`src/rtl/arms_pkg.sv`:
```
// ----------------------------------------------------------------------------
// arms_pkg
// Shared types and codes for the analog run-mode sequencer.
// ----------------------------------------------------------------------------
package arms_pkg;

  localparam int unsigned CFG_DATA_W = 32;
  localparam int unsigned CFG_IDX_W  = 3;
  localparam int unsigned TICK_W     = 32;

  // configuration register indexes
  localparam logic [CFG_IDX_W-1:0] REG_IC_TICKS        = 3'd0;
  localparam logic [CFG_IDX_W-1:0] REG_OP_TICKS        = 3'd1;
  localparam logic [CFG_IDX_W-1:0] REG_OVERLOAD_POLICY = 3'd2;
  localparam logic [CFG_IDX_W-1:0] REG_EXTHALT_POLICY  = 3'd3;
  localparam logic [CFG_IDX_W-1:0] REG_SYNC_MODE       = 3'd4;

  // sync mode codes
  localparam logic [1:0] SYNC_NONE   = 2'd0;
  localparam logic [1:0] SYNC_MASTER = 2'd1;
  localparam logic [1:0] SYNC_SLAVE  = 2'd2;

  // command codes
  localparam logic [2:0] CMD_NONE         = 3'd0;
  localparam logic [2:0] CMD_FORCE_IDLE   = 3'd1;
  localparam logic [2:0] CMD_FORCE_IC     = 3'd2;
  localparam logic [2:0] CMD_FORCE_OP     = 3'd3;
  localparam logic [2:0] CMD_FORCE_HALT   = 3'd4;
  localparam logic [2:0] CMD_FORCE_END    = 3'd5;

  // reported mode codes
  localparam logic [2:0] MODE_IDLE     = 3'd0;
  localparam logic [2:0] MODE_IC       = 3'd1;
  localparam logic [2:0] MODE_OP       = 3'd2;
  localparam logic [2:0] MODE_EXTHALT  = 3'd3;
  localparam logic [2:0] MODE_END      = 3'd4;
  localparam logic [2:0] MODE_OVERLOAD = 3'd5;

  localparam logic [TICK_W-1:0] TICKS_RESET = 32'd480;

  typedef enum logic [5:0] {
    PH_IDLE     = 6'b000001,
    PH_IC       = 6'b000010,
    PH_OP       = 6'b000100,
    PH_EXTHALT  = 6'b001000,
    PH_END      = 6'b010000,
    PH_OVERLOAD = 6'b100000
  } phase_t;

  function automatic logic [2:0] mode_code(input phase_t ph);
    logic [2:0] code;
    code = MODE_IDLE;
    unique case (ph)
      PH_IDLE:     code = MODE_IDLE;
      PH_IC:       code = MODE_IC;
      PH_OP:       code = MODE_OP;
      PH_EXTHALT:  code = MODE_EXTHALT;
      PH_END:      code = MODE_END;
      PH_OVERLOAD: code = MODE_OVERLOAD;
      default:     code = MODE_IDLE;
    endcase
    return code;
  endfunction

endpackage

```
`src/rtl/arms_in_if.sv`:
```
// ----------------------------------------------------------------------------
// arms_in_if
// Tick channel into the sequencer: command and status lines per tick.
// ----------------------------------------------------------------------------
interface arms_in_if;
  logic       valid;
  logic       ready;
  logic [2:0] cmd;
  logic       overload;
  logic       ext_halt;
  logic       sync_match;

  modport source (output valid, cmd, overload, ext_halt, sync_match, input ready);
  modport sink (input valid, cmd, overload, ext_halt, sync_match, output ready);
endinterface

```
`src/rtl/arms_out_if.sv`:
```
// ----------------------------------------------------------------------------
// arms_out_if
// Result channel out of the sequencer: mode, drive lines and op tick count.
// ----------------------------------------------------------------------------
interface arms_out_if;
  logic        valid;
  logic        ready;
  logic [2:0]  mode_state;
  logic        ic_drive;
  logic        op_drive;
  logic        done_res;
  logic [31:0] op_elapsed;

  modport source (output valid, mode_state, ic_drive, op_drive, done_res, op_elapsed,
                  input ready);
  modport sink (input valid, mode_state, ic_drive, op_drive, done_res, op_elapsed,
                output ready);
endinterface

```
`src/rtl/analog_run_mode_sequencer_core.sv`:
```
// ----------------------------------------------------------------------------
// analog_run_mode_sequencer_core
// Run sequencer for an analog computer: idle, ic, op, halt, end, overload.
//
// in_ch carries one tick per transfer: cmd, overload, ext_halt, sync_match.
// out_ch returns one result per tick: mode_state, ic/op drive lines,
// done_res and the wrapping count of op ticks, all after the tick's update.
// Registers are written through cfg_we/cfg_index/cfg_data while idle; the
// user must ensure it, as the block does not. Results are valid in the
// cycle after the input transfer, one tick per cycle while out_ch.ready is
// high. The phase update, timer compare and result register load all happen
// in the single cycle of the input transfer. The result register is the
// only buffer: while a result waits, in_ch.ready follows out_ch.ready, so a
// stalled receiver stalls the tick source and no tick is lost or repeated.
// Reset puts the phase in idle, clears both counters, drops out_ch.valid
// and loads the register defaults (480 ticks for ic and op, policies and
// sync mode zero).
// ----------------------------------------------------------------------------
module analog_run_mode_sequencer_core
  import arms_pkg::*;
#(
  parameter int unsigned COUNT_WIDTH = 32
) (
  input  logic                  clk,
  input  logic                  rst,
  input  logic                  cfg_we,
  input  logic [CFG_IDX_W-1:0]  cfg_index,
  input  logic [CFG_DATA_W-1:0] cfg_data,
  arms_in_if.sink               in_ch,
  arms_out_if.source            out_ch
);

  localparam int unsigned CMP_W = (COUNT_WIDTH > TICK_W) ? COUNT_WIDTH : TICK_W;
  localparam logic [COUNT_WIDTH-1:0] COUNT_MAX = '1;

  logic [TICK_W-1:0] ic_ticks;
  logic [TICK_W-1:0] op_ticks;
  logic              overload_policy;
  logic              exthalt_policy;
  logic [1:0]        sync_mode;

  phase_t                 phase;
  phase_t                 phase_next;
  logic [COUNT_WIDTH-1:0] phase_count;
  logic [COUNT_WIDTH-1:0] phase_count_next;
  logic [TICK_W-1:0]      op_tick_total;
  logic [TICK_W-1:0]      op_tick_total_next;

  logic                   out_valid;
  logic                   accept;
  logic [COUNT_WIDTH-1:0] count_inc;
  logic [TICK_W-1:0]      limit;
  logic [TICK_W-1:0]      target;
  logic                   time_up;

  // configuration
  always_ff @(posedge clk) begin
    if (rst) begin
      ic_ticks        <= TICKS_RESET;
      op_ticks        <= TICKS_RESET;
      overload_policy <= 1'b0;
      exthalt_policy  <= 1'b0;
      sync_mode       <= SYNC_NONE;
    end else if (cfg_we) begin
      case (cfg_index)
        REG_IC_TICKS:        ic_ticks        <= cfg_data[TICK_W-1:0];
        REG_OP_TICKS:        op_ticks        <= cfg_data[TICK_W-1:0];
        REG_OVERLOAD_POLICY: overload_policy <= cfg_data[0];
        REG_EXTHALT_POLICY:  exthalt_policy  <= cfg_data[0];
        REG_SYNC_MODE:       sync_mode       <= cfg_data[1:0];
        default: ;
      endcase
    end
  end

  assign in_ch.ready = !out_valid || out_ch.ready;
  assign accept      = in_ch.valid && in_ch.ready;

  // phase timer
  assign count_inc = (phase_count == COUNT_MAX) ? phase_count
                                                : phase_count + COUNT_WIDTH'(1);
  assign limit   = (phase == PH_IC) ? ic_ticks : op_ticks;
  assign target  = (limit == '0) ? TICK_W'(1) : limit;
  assign time_up = CMP_W'(count_inc) >= CMP_W'(target);

  assign op_tick_total_next = (phase == PH_OP) ? op_tick_total + TICK_W'(1)
                                               : op_tick_total;

  always_comb begin
    phase_next       = phase;
    phase_count_next = phase_count;
    case (in_ch.cmd)
      CMD_FORCE_IDLE: begin
        phase_next       = PH_IDLE;
        phase_count_next = '0;
      end
      CMD_FORCE_IC: begin
        phase_next       = PH_IC;
        phase_count_next = '0;
      end
      CMD_FORCE_OP: begin
        phase_next       = PH_OP;
        phase_count_next = '0;
      end
      CMD_FORCE_HALT: begin
        phase_next       = PH_EXTHALT;
        phase_count_next = '0;
      end
      CMD_FORCE_END: begin
        phase_next       = PH_END;
        phase_count_next = '0;
      end
      default: begin
        unique case (phase)
          PH_IDLE: begin
            if (sync_mode != SYNC_NONE && in_ch.sync_match) begin
              phase_next       = PH_IC;
              phase_count_next = '0;
            end
          end
          PH_IC: begin
            phase_count_next = count_inc;
            if (time_up) begin
              phase_next       = PH_OP;
              phase_count_next = '0;
            end
          end
          PH_OP: begin
            phase_count_next = count_inc;
            priority if (time_up) begin
              phase_next       = PH_END;
              phase_count_next = '0;
            end else if (in_ch.overload && overload_policy) begin
              phase_next       = PH_OVERLOAD;
              phase_count_next = '0;
            end else if (in_ch.ext_halt && exthalt_policy) begin
              phase_next       = PH_EXTHALT;
              phase_count_next = '0;
            end else begin
              phase_next       = PH_OP;
            end
          end
          PH_EXTHALT: begin
            if (!in_ch.ext_halt) begin
              phase_next       = PH_OP;
              phase_count_next = '0;
            end
          end
          default: ;
        endcase
      end
    endcase
  end

  always_ff @(posedge clk) begin
    if (rst) begin
      phase         <= PH_IDLE;
      phase_count   <= '0;
      op_tick_total <= '0;
      out_valid     <= 1'b0;
    end else begin
      if (accept) begin
        phase         <= phase_next;
        phase_count   <= phase_count_next;
        op_tick_total <= op_tick_total_next;
        out_valid     <= 1'b1;
      end else if (out_ch.ready) begin
        out_valid <= 1'b0;
      end
    end
  end

  // result register
  always_ff @(posedge clk) begin
    if (accept) begin
      out_ch.mode_state <= mode_code(phase_next);
      out_ch.ic_drive   <= (phase_next == PH_IC);
      out_ch.op_drive   <= (phase_next == PH_OP);
      out_ch.done_res   <= (phase_next == PH_END) || (phase_next == PH_OVERLOAD);
      out_ch.op_elapsed <= op_tick_total_next;
    end
  end

  assign out_ch.valid = out_valid;

  a_done_matches_mode: assert property (@(posedge clk) disable iff (rst)
    out_valid |-> out_ch.done_res ==
      (out_ch.mode_state == MODE_END || out_ch.mode_state == MODE_OVERLOAD))
    else $error("done_res disagrees with mode_state");

  a_force_idle: assert property (@(posedge clk) disable iff (rst)
    accept && in_ch.cmd == CMD_FORCE_IDLE |=> phase == PH_IDLE && phase_count == '0)
    else $error("force idle did not take effect");

  a_op_tick_count: assert property (@(posedge clk) disable iff (rst)
    accept && phase == PH_OP |=> op_tick_total == $past(op_tick_total) + TICK_W'(1))
    else $error("op tick total did not advance");

  a_result_matches_state: assert property (@(posedge clk) disable iff (rst)
    accept |=> out_ch.mode_state == mode_code(phase) && out_ch.op_elapsed == op_tick_total)
    else $error("result register out of step with state");

endmodule

```
`src/flat_wrapper.sv`:
```
// flat-port wrapper written by rule: the top's interface ports become plain ports
module analog_run_mode_sequencer_core_flat import arms_pkg::*;
#(
  parameter int unsigned COUNT_WIDTH = 32
)
  (clk, rst, cfg_we, cfg_index, cfg_data, in_ch_valid, in_ch_cmd, in_ch_overload, in_ch_ext_halt, in_ch_sync_match, in_ch_ready, out_ch_valid, out_ch_mode_state, out_ch_ic_drive, out_ch_op_drive, out_ch_done_res, out_ch_op_elapsed, out_ch_ready);
  arms_in_if in_ch_i ();
  arms_out_if out_ch_i ();
  input  logic clk;
  input  logic rst;
  input  logic cfg_we;
  input  logic [CFG_IDX_W-1:0] cfg_index;
  input  logic [CFG_DATA_W-1:0] cfg_data;
  input wire logic [$bits(in_ch_i.valid)-1:0] in_ch_valid;
  input wire logic [$bits(in_ch_i.cmd)-1:0] in_ch_cmd;
  input wire logic [$bits(in_ch_i.overload)-1:0] in_ch_overload;
  input wire logic [$bits(in_ch_i.ext_halt)-1:0] in_ch_ext_halt;
  input wire logic [$bits(in_ch_i.sync_match)-1:0] in_ch_sync_match;
  output wire logic [$bits(in_ch_i.ready)-1:0] in_ch_ready;
  output wire logic [$bits(out_ch_i.valid)-1:0] out_ch_valid;
  output wire logic [$bits(out_ch_i.mode_state)-1:0] out_ch_mode_state;
  output wire logic [$bits(out_ch_i.ic_drive)-1:0] out_ch_ic_drive;
  output wire logic [$bits(out_ch_i.op_drive)-1:0] out_ch_op_drive;
  output wire logic [$bits(out_ch_i.done_res)-1:0] out_ch_done_res;
  output wire logic [$bits(out_ch_i.op_elapsed)-1:0] out_ch_op_elapsed;
  input wire logic [$bits(out_ch_i.ready)-1:0] out_ch_ready;
  assign in_ch_i.valid = in_ch_valid;
  assign in_ch_i.cmd = in_ch_cmd;
  assign in_ch_i.overload = in_ch_overload;
  assign in_ch_i.ext_halt = in_ch_ext_halt;
  assign in_ch_i.sync_match = in_ch_sync_match;
  assign in_ch_ready = in_ch_i.ready;
  assign out_ch_valid = out_ch_i.valid;
  assign out_ch_mode_state = out_ch_i.mode_state;
  assign out_ch_ic_drive = out_ch_i.ic_drive;
  assign out_ch_op_drive = out_ch_i.op_drive;
  assign out_ch_done_res = out_ch_i.done_res;
  assign out_ch_op_elapsed = out_ch_i.op_elapsed;
  assign out_ch_i.ready = out_ch_ready;
  analog_run_mode_sequencer_core #(.COUNT_WIDTH(COUNT_WIDTH)) u_core (.clk(clk), .rst(rst), .cfg_we(cfg_we), .cfg_index(cfg_index), .cfg_data(cfg_data), .in_ch(in_ch_i), .out_ch(out_ch_i));
endmodule
```
`config.mk`:
```
export PLATFORM = sky130hd
export DESIGN_NAME = analog_run_mode_sequencer_core_flat
export DESIGN_NICKNAME = d
export VERILOG_FILES = /design/src/rtl/arms_pkg.sv /design/src/rtl/arms_in_if.sv /design/src/rtl/arms_out_if.sv /design/src/rtl/analog_run_mode_sequencer_core.sv /design/src/flat_wrapper.sv
export SDC_FILE = /design/constraint.sdc
export NUM_CORES = 1
export LEC_CHECK = 0
export BUFFER_PORTS_ARGS = -buffer_cell sky130_fd_sc_hd__buf_4
export CORE_ASPECT_RATIO = 2
export CORE_UTILIZATION = 49
export CTS_CLUSTER_DIAMETER = 30
export DETAILED_ROUTE_END_ITERATION = 6
export PLACE_DENSITY = 0.68
export RECOVER_POWER = 25
export SLEW_MARGIN = 20
export SYNTH_ARGS = -nofsm -noshare
export SYNTH_HDL_FRONTEND = slang
export SYNTH_SLANG_ARGS = --single-unit
```
`constraint.sdc`:
```
create_clock -name clk -period 6.5 [get_ports clk]
set_clock_uncertainty 0.15 [all_clocks]
set_input_delay 1.3 -clock clk [delete_from_list [all_inputs] [get_ports clk]]
set_output_delay 1.3 -clock clk [all_outputs]
set_load 0.01 [all_outputs]
```
==> reports/metrics.yaml, run 1 <==
status: "finished, violations left"
violations: "capacitance limit, slew limit"
cts_tree: "done"
grt_use_total: 0.243
period_share: 0.836
synth.avg_cell_area_um2: 8.83
cts.sinks: 176
synth_commonest_cells: "nand2_1, dfxtp_1, a21oi_1, nor2_1, xnor2_1"
io_buffers: 85
rows: 70
dpl_cell_area_mm2: 0.00996
rr_worst_depth: 16
ys_ff_latch: 176
grt_util_met3: 0.0314
fillers: 1708
ioPinCount: 86
powerDensity_mw_per_mm2: 230
yosys.area.top_type: "dfxtp_1"
async_flop_share: 0
vdd_drop_max_v: 0.000161
antenna_found_initial: 0
drt_wl_total_um: 22600
crit_type: "register to register"
holdPathStages: 2
worst_slew_pin_slew_ns: 3.98
clk_latency_ns: 0.43
multi_input_area_mm2: 0.00497
gr-usage-met2: 0.456
busiest_layer: "met2"
required_ns: 6.61
yosys-top-cells-area: "dfxtp_1, edfxtp_1, nand2_1, a21oi_1, ha_1"
area_growth_pct: 12.7
grt_pass1_vias: 7493
synth_cell_type_count: 73
wl_per_cell_um: 17.0
numCtsBuffers: 17
post_cts_buffers: 0
final_area_mm2: 0.0104
yosys.area.top_type_share: 0.302
post_cts_resized: 0
dr.pass1.iters: 5
syn_nets: 1124
die_x_um: 99.0
clockBufferDepth: 2
clk_root_buffer_cell: "clkbuf_16"
dp_hpwl_um: 16600
hold_viol_final: 0
drive_above_1_share: 0.103
whs_ns: 0.304
startpoint_type: "register"
start_util: 0.503
setup-tns-final_ns: 0
synth_edf_count: 37
gpl.final_weighted_congestion: 0.965
overflow: 0
antenna_left: 0
netSwitchingFraction: 0.266
synthCells: 1044
yosysWarningCount: 0
clkTransAtPathRegs_ns: 0.08
synth_ff_type: "dfxtp_1"
grt_first_pass_wirelength_um: 36700
cap_violations: 1
grt_max_degree: 93
p_int_mw: 1.75
vias: 7685
setup_viol: 0
combPwrFrac: 0.079
drv_slew: 93
rsz0062_at_grt: "false"
maxSlewHeadroom: -1.65
nNetsFinal: 1180
syn-cell-area_mm2: 0.00921
clock.fmax_mhz: 184
dieArea_mm2: 0.0194
seqPwrFrac: 0.484
endpoint_kind: "register"
core_mm2: 0.0183
final.min_clock_period_ns: 5.43
hold_buffers: 0
ys_seq_area_frac: 0.423
drc: 0
drtIter0Drc: 336
leakagePower_nw: 4.06
vias_per_cell: 5.78
ff_latch_area_mm2: 0.00389
htreeDepth: 4
synth_most_common_cell: "nand2_1"
worstPathArrival_ns: 5.54
die_h_um: 196
antennaDiodeCount: 0
cp_max_fo: 37
power.switching_mw: 0.634
clkPwrFrac: 0.437
hp-class: "register to register"
grtUsageMet1: 0.243
==> flip-flops by register name (all words and copies together), names as in the netlist, 2 cells and up <==
signal                    cells
u_core.ic_ticks              32
u_core.op_tick_total         32
u_core.op_ticks              32
u_core.out_ch.mode_state      2
u_core.out_ch.op_elapsed     32
u_core.phase                  6
u_core.phase_count           32
u_core.sync_mode              2
==> critical path, cell delays in order, from the launching register on <==
cell and delay (ns):
dfxtp_1 0.55, nor2_1 0.10, nand4b_1 0.16, buf_12 0.29, mux2i_1 0.56, nand4_1 0.20
or4_1 0.49, o21ai_1 0.16, ha_1 0.24, nor2_1 0.08, a21oi_1 0.08, o41ai_1 0.48
a21oi_1 0.29, or3_1 0.50, a211oi_1 0.43, o221ai_1 0.20, a311oi_1 0.27
==> metal layers <==
| metal | share of wire | routed length [um] |
|---|---|---|
| met1 | 0.37 | 8350 |
| met2 | 0.54 | 12200 |
| met3 | 0.031 | 694 |
| met4 | 0.060 | 1360 |
| met5 | 0 | 0 |
==> power groups by stage <==
stage,Sequential [mW],Combinational (mW),Clock [mW]
final,1.15,0.188,1.04
after global routing,1.16,0.207,1.11
after CTS,1.15,0.199,1.06
after detailed placement,1.18,0.199,0
after floorplan,1.18,0.116,0
after global placement,1.18,0.197,0
==> worst paths after layout <==
| path | from | to | slack (ns) |
|---|---|---|---|
| worst max register to register | u_core.phase[3] | u_core.out_ch.mode_state[0] | 1.07 |
| worst min register to register | u_core.ic_ticks[10] | u_core.ic_ticks[10] | 0.30 |
| worst min-delay path | u_core.ic_ticks[10] | u_core.ic_ticks[10] | 0.30 |
| worst max-delay path | u_core.phase[3] | u_core.out_ch.mode_state[0] | 1.07 |
==> kinds of logic after synthesis <==
group | synth area share
xor gates and xnor gates | 0.0741
and+or+nand+nor | 0.247
adders and majority gates | 0.0462
buffers and inverters | 0.0375
DFF | 0.423
muxes | 0.0482
AOI/OAI and AO/OA | 0.124
==> stage by stage <==
stage,instances,power [mW],utilization,setup WS (ns)
floorplan,1044,1.30,-,1.81
global placement,1297,1.38,0.544,1.02
detailed placement,1297,1.38,0.544,1.04
CTS,1329,2.42,0.577,0.988
global route,1329,2.48,0.567,0.620
finish,1329,2.39,0.567,1.07
==> area by class of cell <==
| class | instances | area share |
|---|---|---|
| clock buffers | 18 | 0.0434 |
| repair buffers | 95 | 0.0554 |
| flip-flops and latches | 176 | 0.375 |
| well taps | 216 | 0.0260 |
| multi-input cells | 792 | 0.479 |
| inverters | 18 | 0.00651 |
| clock inverters | 14 | 0.0149 |
==> placed cells by master, fill, tap and decap left out, types with 4 or more instances in the layout <==
| master | netlist | final |
|---|---|---|
| nand2_1 | 189 | 189 |
| dfxtp_1 | 139 | 139 |
| a21oi_1 | 98 | 98 |
| nor2_1 | 78 | 78 |
| buf_4 | 3 | 54 |
| xnor2_1 | 46 | 46 |
| mux2i_1 | 41 | 41 |
| clkbuf_1 | 39 | 40 |
| edfxtp_1 | 37 | 37 |
| ha_1 | 34 | 34 |
| xor2_1 | 32 | 32 |
| o21ai_0 | 31 | 31 |
| nand3_1 | 30 | 30 |
| nand4_1 | 29 | 29 |
| or3_1 | 21 | 21 |
| clkbuf_16 | 0 | 18 |
| inv_1 | 17 | 17 |
| nor3_1 | 17 | 17 |
| a22oi_1 | 13 | 13 |
| and3_1 | 11 | 11 |
| nand3b_1 | 11 | 11 |
| and4_1 | 9 | 9 |
| a22o_1 | 8 | 8 |
| nor4_1 | 5 | 6 |
| and2_1 | 5 | 5 |
| inv_8 | 0 | 5 |
| nor4b_1 | 4 | 4 |
| nand2b_1 | 4 | 4 |
| or4_1 | 4 | 4 |
| or2_2 | 4 | 4 |
| nor2b_1 | 4 | 4 |
| o211ai_1 | 4 | 4 |
| a211oi_1 | 4 | 4 |
| inv_6 | 0 | 4 |
Note: power is estimated with default switching activity, not from simulation.
==> run 2, diff against run 1 <==
- ABC_AREA: not set -> 1
- clock period: 6.5 -> 5.7 ns (I/O delays scaled with it)
==> run 2 against run 1 <==
Net effect:
- the flow still finishes with violations (capacitance limit, slew limit)
- setup slack improved by 0.090 ns
- sequential cell count unchanged
- critical path depth increased by 6
- synthesized cell count increased by 23%
- combinational power increased by 68%
- final cell count increased by 22%
- non-clock buffer count decreased by 2
- clock power increased by 8%
- synthesized area increased by 3.3%
- utilization increased by 0.16 points
- sequential share of layout area decreased by 1.3 points
- largest cell class unchanged
- largest power group unchanged
- highest routed layer unchanged
==> reports/metrics.yaml, run 2 <==
vias_per_cell: 5.34  # -7.6%
leakagePower_nw: 5.02  # +24%
wl_per_cell_um: 16.9  # -0.73%
critPathMaxStageDelay_ns: 0.73  # +0.17 ns
cpMaxStageDelayCell: "nand2_1"
die_h_um: 199  # +1.6%
setup-tns-final_ns: 0  # unchanged
clk_latency_ns: 0.44  # about the same
setup_viol: 0  # unchanged
io_buffers: 85  # unchanged
syn-cell-area_mm2: 0.00952  # +3.3%
cts_tree: "done"
required_ns: 5.92  # -0.69 ns
cts.sinks: 176  # unchanged
post_cts_buffers: 0  # unchanged
synth_most_common_cell: "nand2_1"
dieArea_mm2: 0.0200  # +3.2%
rsz0062_at_grt: "false"
vias: 8633  # +12%
yosys.area.top_type: "dfxtp_1"
hold_buffers: 0  # unchanged
gr-usage-met2: 0.539  # +0.0830
post_cts_resized: 0  # unchanged
htreeDepth: 4  # unchanged
powerDensity_mw_per_mm2: 261  # +14%
synthCells: 1289  # +23%
period_share: 0.797  # -0.0389
grt_use_total: 0.287  # +0.0445
syn_nets: 1369  # +22%
clkTransAtPathRegs_ns: 0.07  # about the same
maxSlewHeadroom: -1.01  # +0.640
layout_common_cells: "nand2_1, nor2_1, inv_1, dfxtp_1, o21ai_0"
area_growth_pct: 13.1
rows: 71  # +1.4%
synth_edf_count: 37  # unchanged
path_buf_inv: 4  # +3
grt_max_degree: 78  # -16%
numCtsBuffers: 17  # unchanged
grt_pass1_vias: 8612  # +15%
drv_slew: 116  # +25%
cap_violations: 2  # +1
synth.avg_cell_area_um2: 7.38  # -16%
cp_top_family: "simple AND/OR/NAND/NOR gates"
worst_slew_pin_slew_ns: 3.01  # -0.960 ns
endpoint_kind: "register"
busiest_layer: "met2"
ioPinCount: 86  # unchanged
cp_cell_sequence: "ha_1, nand4_4, nor2_4, nand3_1, inv_1, nand2_1, inv_1, a21oi_1, inv_1, ha_1, nand2_1, nand2_1, nand2_1, nand2_1, nand2_1, a21oi_1, nor2_1, nand3_1, nand2_1, buf_4, nand3_1, a21oi_1"
crit_type: "register to register"
antennaDiodeCount: 0  # unchanged
synth_ff_type: "dfxtp_1"
ys_seq_area_frac: 0.409  # -0.0134
hp-class: "register to register"
violations: "capacitance limit, slew limit"
clockBufferDepth: 2  # unchanged
async_flop_share: 0  # unchanged
final_common_cell: "nand2_1"
synth_commonest_cells: "nand2_1, nor2_1, inv_1, dfxtp_1, o21ai_0"
startpoint_type: "register"
synth_cell_type_count: 44  # -40%
gpl.final_weighted_congestion: 0.990  # +2.6%
ys_ff_latch: 176  # unchanged
clock.fmax_mhz: 220  # +20%
clk_root_buffer_cell: "clkbuf_16"
die_x_um: 101  # +1.6%
worst_path_most_repeated_cell: "nand2_1"
yosys.area.top_type_share: 0.292  # -0.00957
nNetsFinal: 1428  # +21%
worstPathArrival_ns: 4.76  # -0.78 ns
antenna_found_initial: 0  # unchanged
grtUsageMet1: 0.273  # +0.0307
dp_hpwl_um: 20400  # +23%
overflow: 0  # unchanged
dr.pass1.iters: 5  # unchanged
drive_above_1_share: 0.104  # +0.000276
vdd_drop_max_v: 0.000229  # +43%
cp_max_fo: 32  # -14%
drc: 0  # unchanged
antenna_left: 0  # unchanged
grt_util_met3: 0.0444  # +0.0131
yosysWarningCount: 0  # unchanged
drt_wl_total_um: 27300  # +21%
start_util: 0.503  # about the same
hold_viol_final: 0  # unchanged
yosys-top-cells-area: "dfxtp_1, edfxtp_1, nand2_1, nor2_1, o21ai_0"
final.min_clock_period_ns: 4.54  # -0.890 ns
status: "finished, violations left"
drtIter0Drc: 386  # +15%
core_mm2: 0.0189  # +3.4%
grt_first_pass_wirelength_um: 43500  # +19%
whs_ns: 0.303  # -0.000752 ns
-- run 2: cell types whose count changed in the layout (fill, tap and decap cells not counted), moves of 32 or more --
cell / before / now
buf_4: 54 / 88
nand3_1: 30 / 62
nor2_1: 78 / 184
o21ai_0: 31 / 118
nand2_1: 189 / 238
inv_1: 17 / 151
-- run 2: cell families after synthesis --
logic type      count (synthesis)  synth area share
compound gates                226             0.122
flops                         176             0.409
fa+ha+maj                      34            0.0447
simple gates                  576             0.272
xor+xnor                       54            0.0497
mux                            15            0.0158
buf+inv                       208            0.0872
-- run 2: power breakdown --
| part | internal [mW] | total (mW) | switching [mW] |
|---|---|---|---|
| Sequential | 1.34 | 1.37 | 0.0350 |
| Clock | 0.627 | 1.12 | 0.498 |
| Combinational | 0.113 | 0.316 | 0.203 |
-- run 2: stage by stage --
| step | instance area [um^2] | worst slack (ns) | util | instances | total power, mW |
|---|---|---|---|---|---|
| after floorplan | 9520 | 2.30 | - | 1289 | 1.59 |
| after global placement | 10300 | 1.27 | 0.544 | 1584 | 1.71 |
| after detailed placement | 10300 | 1.26 | 0.544 | 1584 | 1.71 |
| after CTS | 10800 | 1.23 | 0.573 | 1616 | 2.83 |
| after global routing | 10800 | 0.789 | 0.569 | 1616 | 2.92 |
| final | 10800 | 1.16 | 0.569 | 1616 | 2.81 |
-- run 2: metal layers --
metal / routed length, um / vias to the layer above
li1: - / 4318
met1: 9460 / 3978
met2: 14700 / 239
met3: 1050 / 98
met4: 2100 / 0
met5: 0 / -
-- run 2: path summary, 6_finish.rpt --
kind	start	endpoint	slack (ns)	depth (start not counted)
worst max-delay path	u_core.phase_count[0]	u_core.phase_count[28]	1.16	22
worst min-delay path	u_core.op_ticks[4]	u_core.op_ticks[4]	0.30	2
worst max register to register	u_core.phase_count[0]	u_core.phase_count[28]	1.16	22
worst min register to register	u_core.op_ticks[4]	u_core.op_ticks[4]	0.30	2
-- run 2: final cells by class --
| cell class | count | area [um^2] |
|---|---|---|
| multi-input combinational | 905 | 4730 |
| clock inverter | 9 | 82.6 |
| timing repair buffer | 93 | 683 |
| clock buffer | 23 | 469 |
| sequential | 176 | 3890 |
| tap | 255 | 319 |
| fill | 1861 | 8160 |
| inverter | 155 | 583 |
-- run 2: worst register-to-register path, stage by stage (launching register included) --
cell	delay, ns
dfxtp_1	0.37
ha_1	0.30
nand4_4	0.17
nor2_4	0.05
nand3_1	0.08
inv_1	0.06
nand2_1	0.73
inv_1	0.25
a21oi_1	0.31
inv_1	0.13
ha_1	0.21
nand2_1	0.05
nand2_1	0.05
nand2_1	0.05
nand2_1	0.05
nand2_1	0.15
a21oi_1	0.09
nor2_1	0.29
nand3_1	0.15
nand2_1	0.10
buf_4	0.36
nand3_1	0.17
a21oi_1	0.16
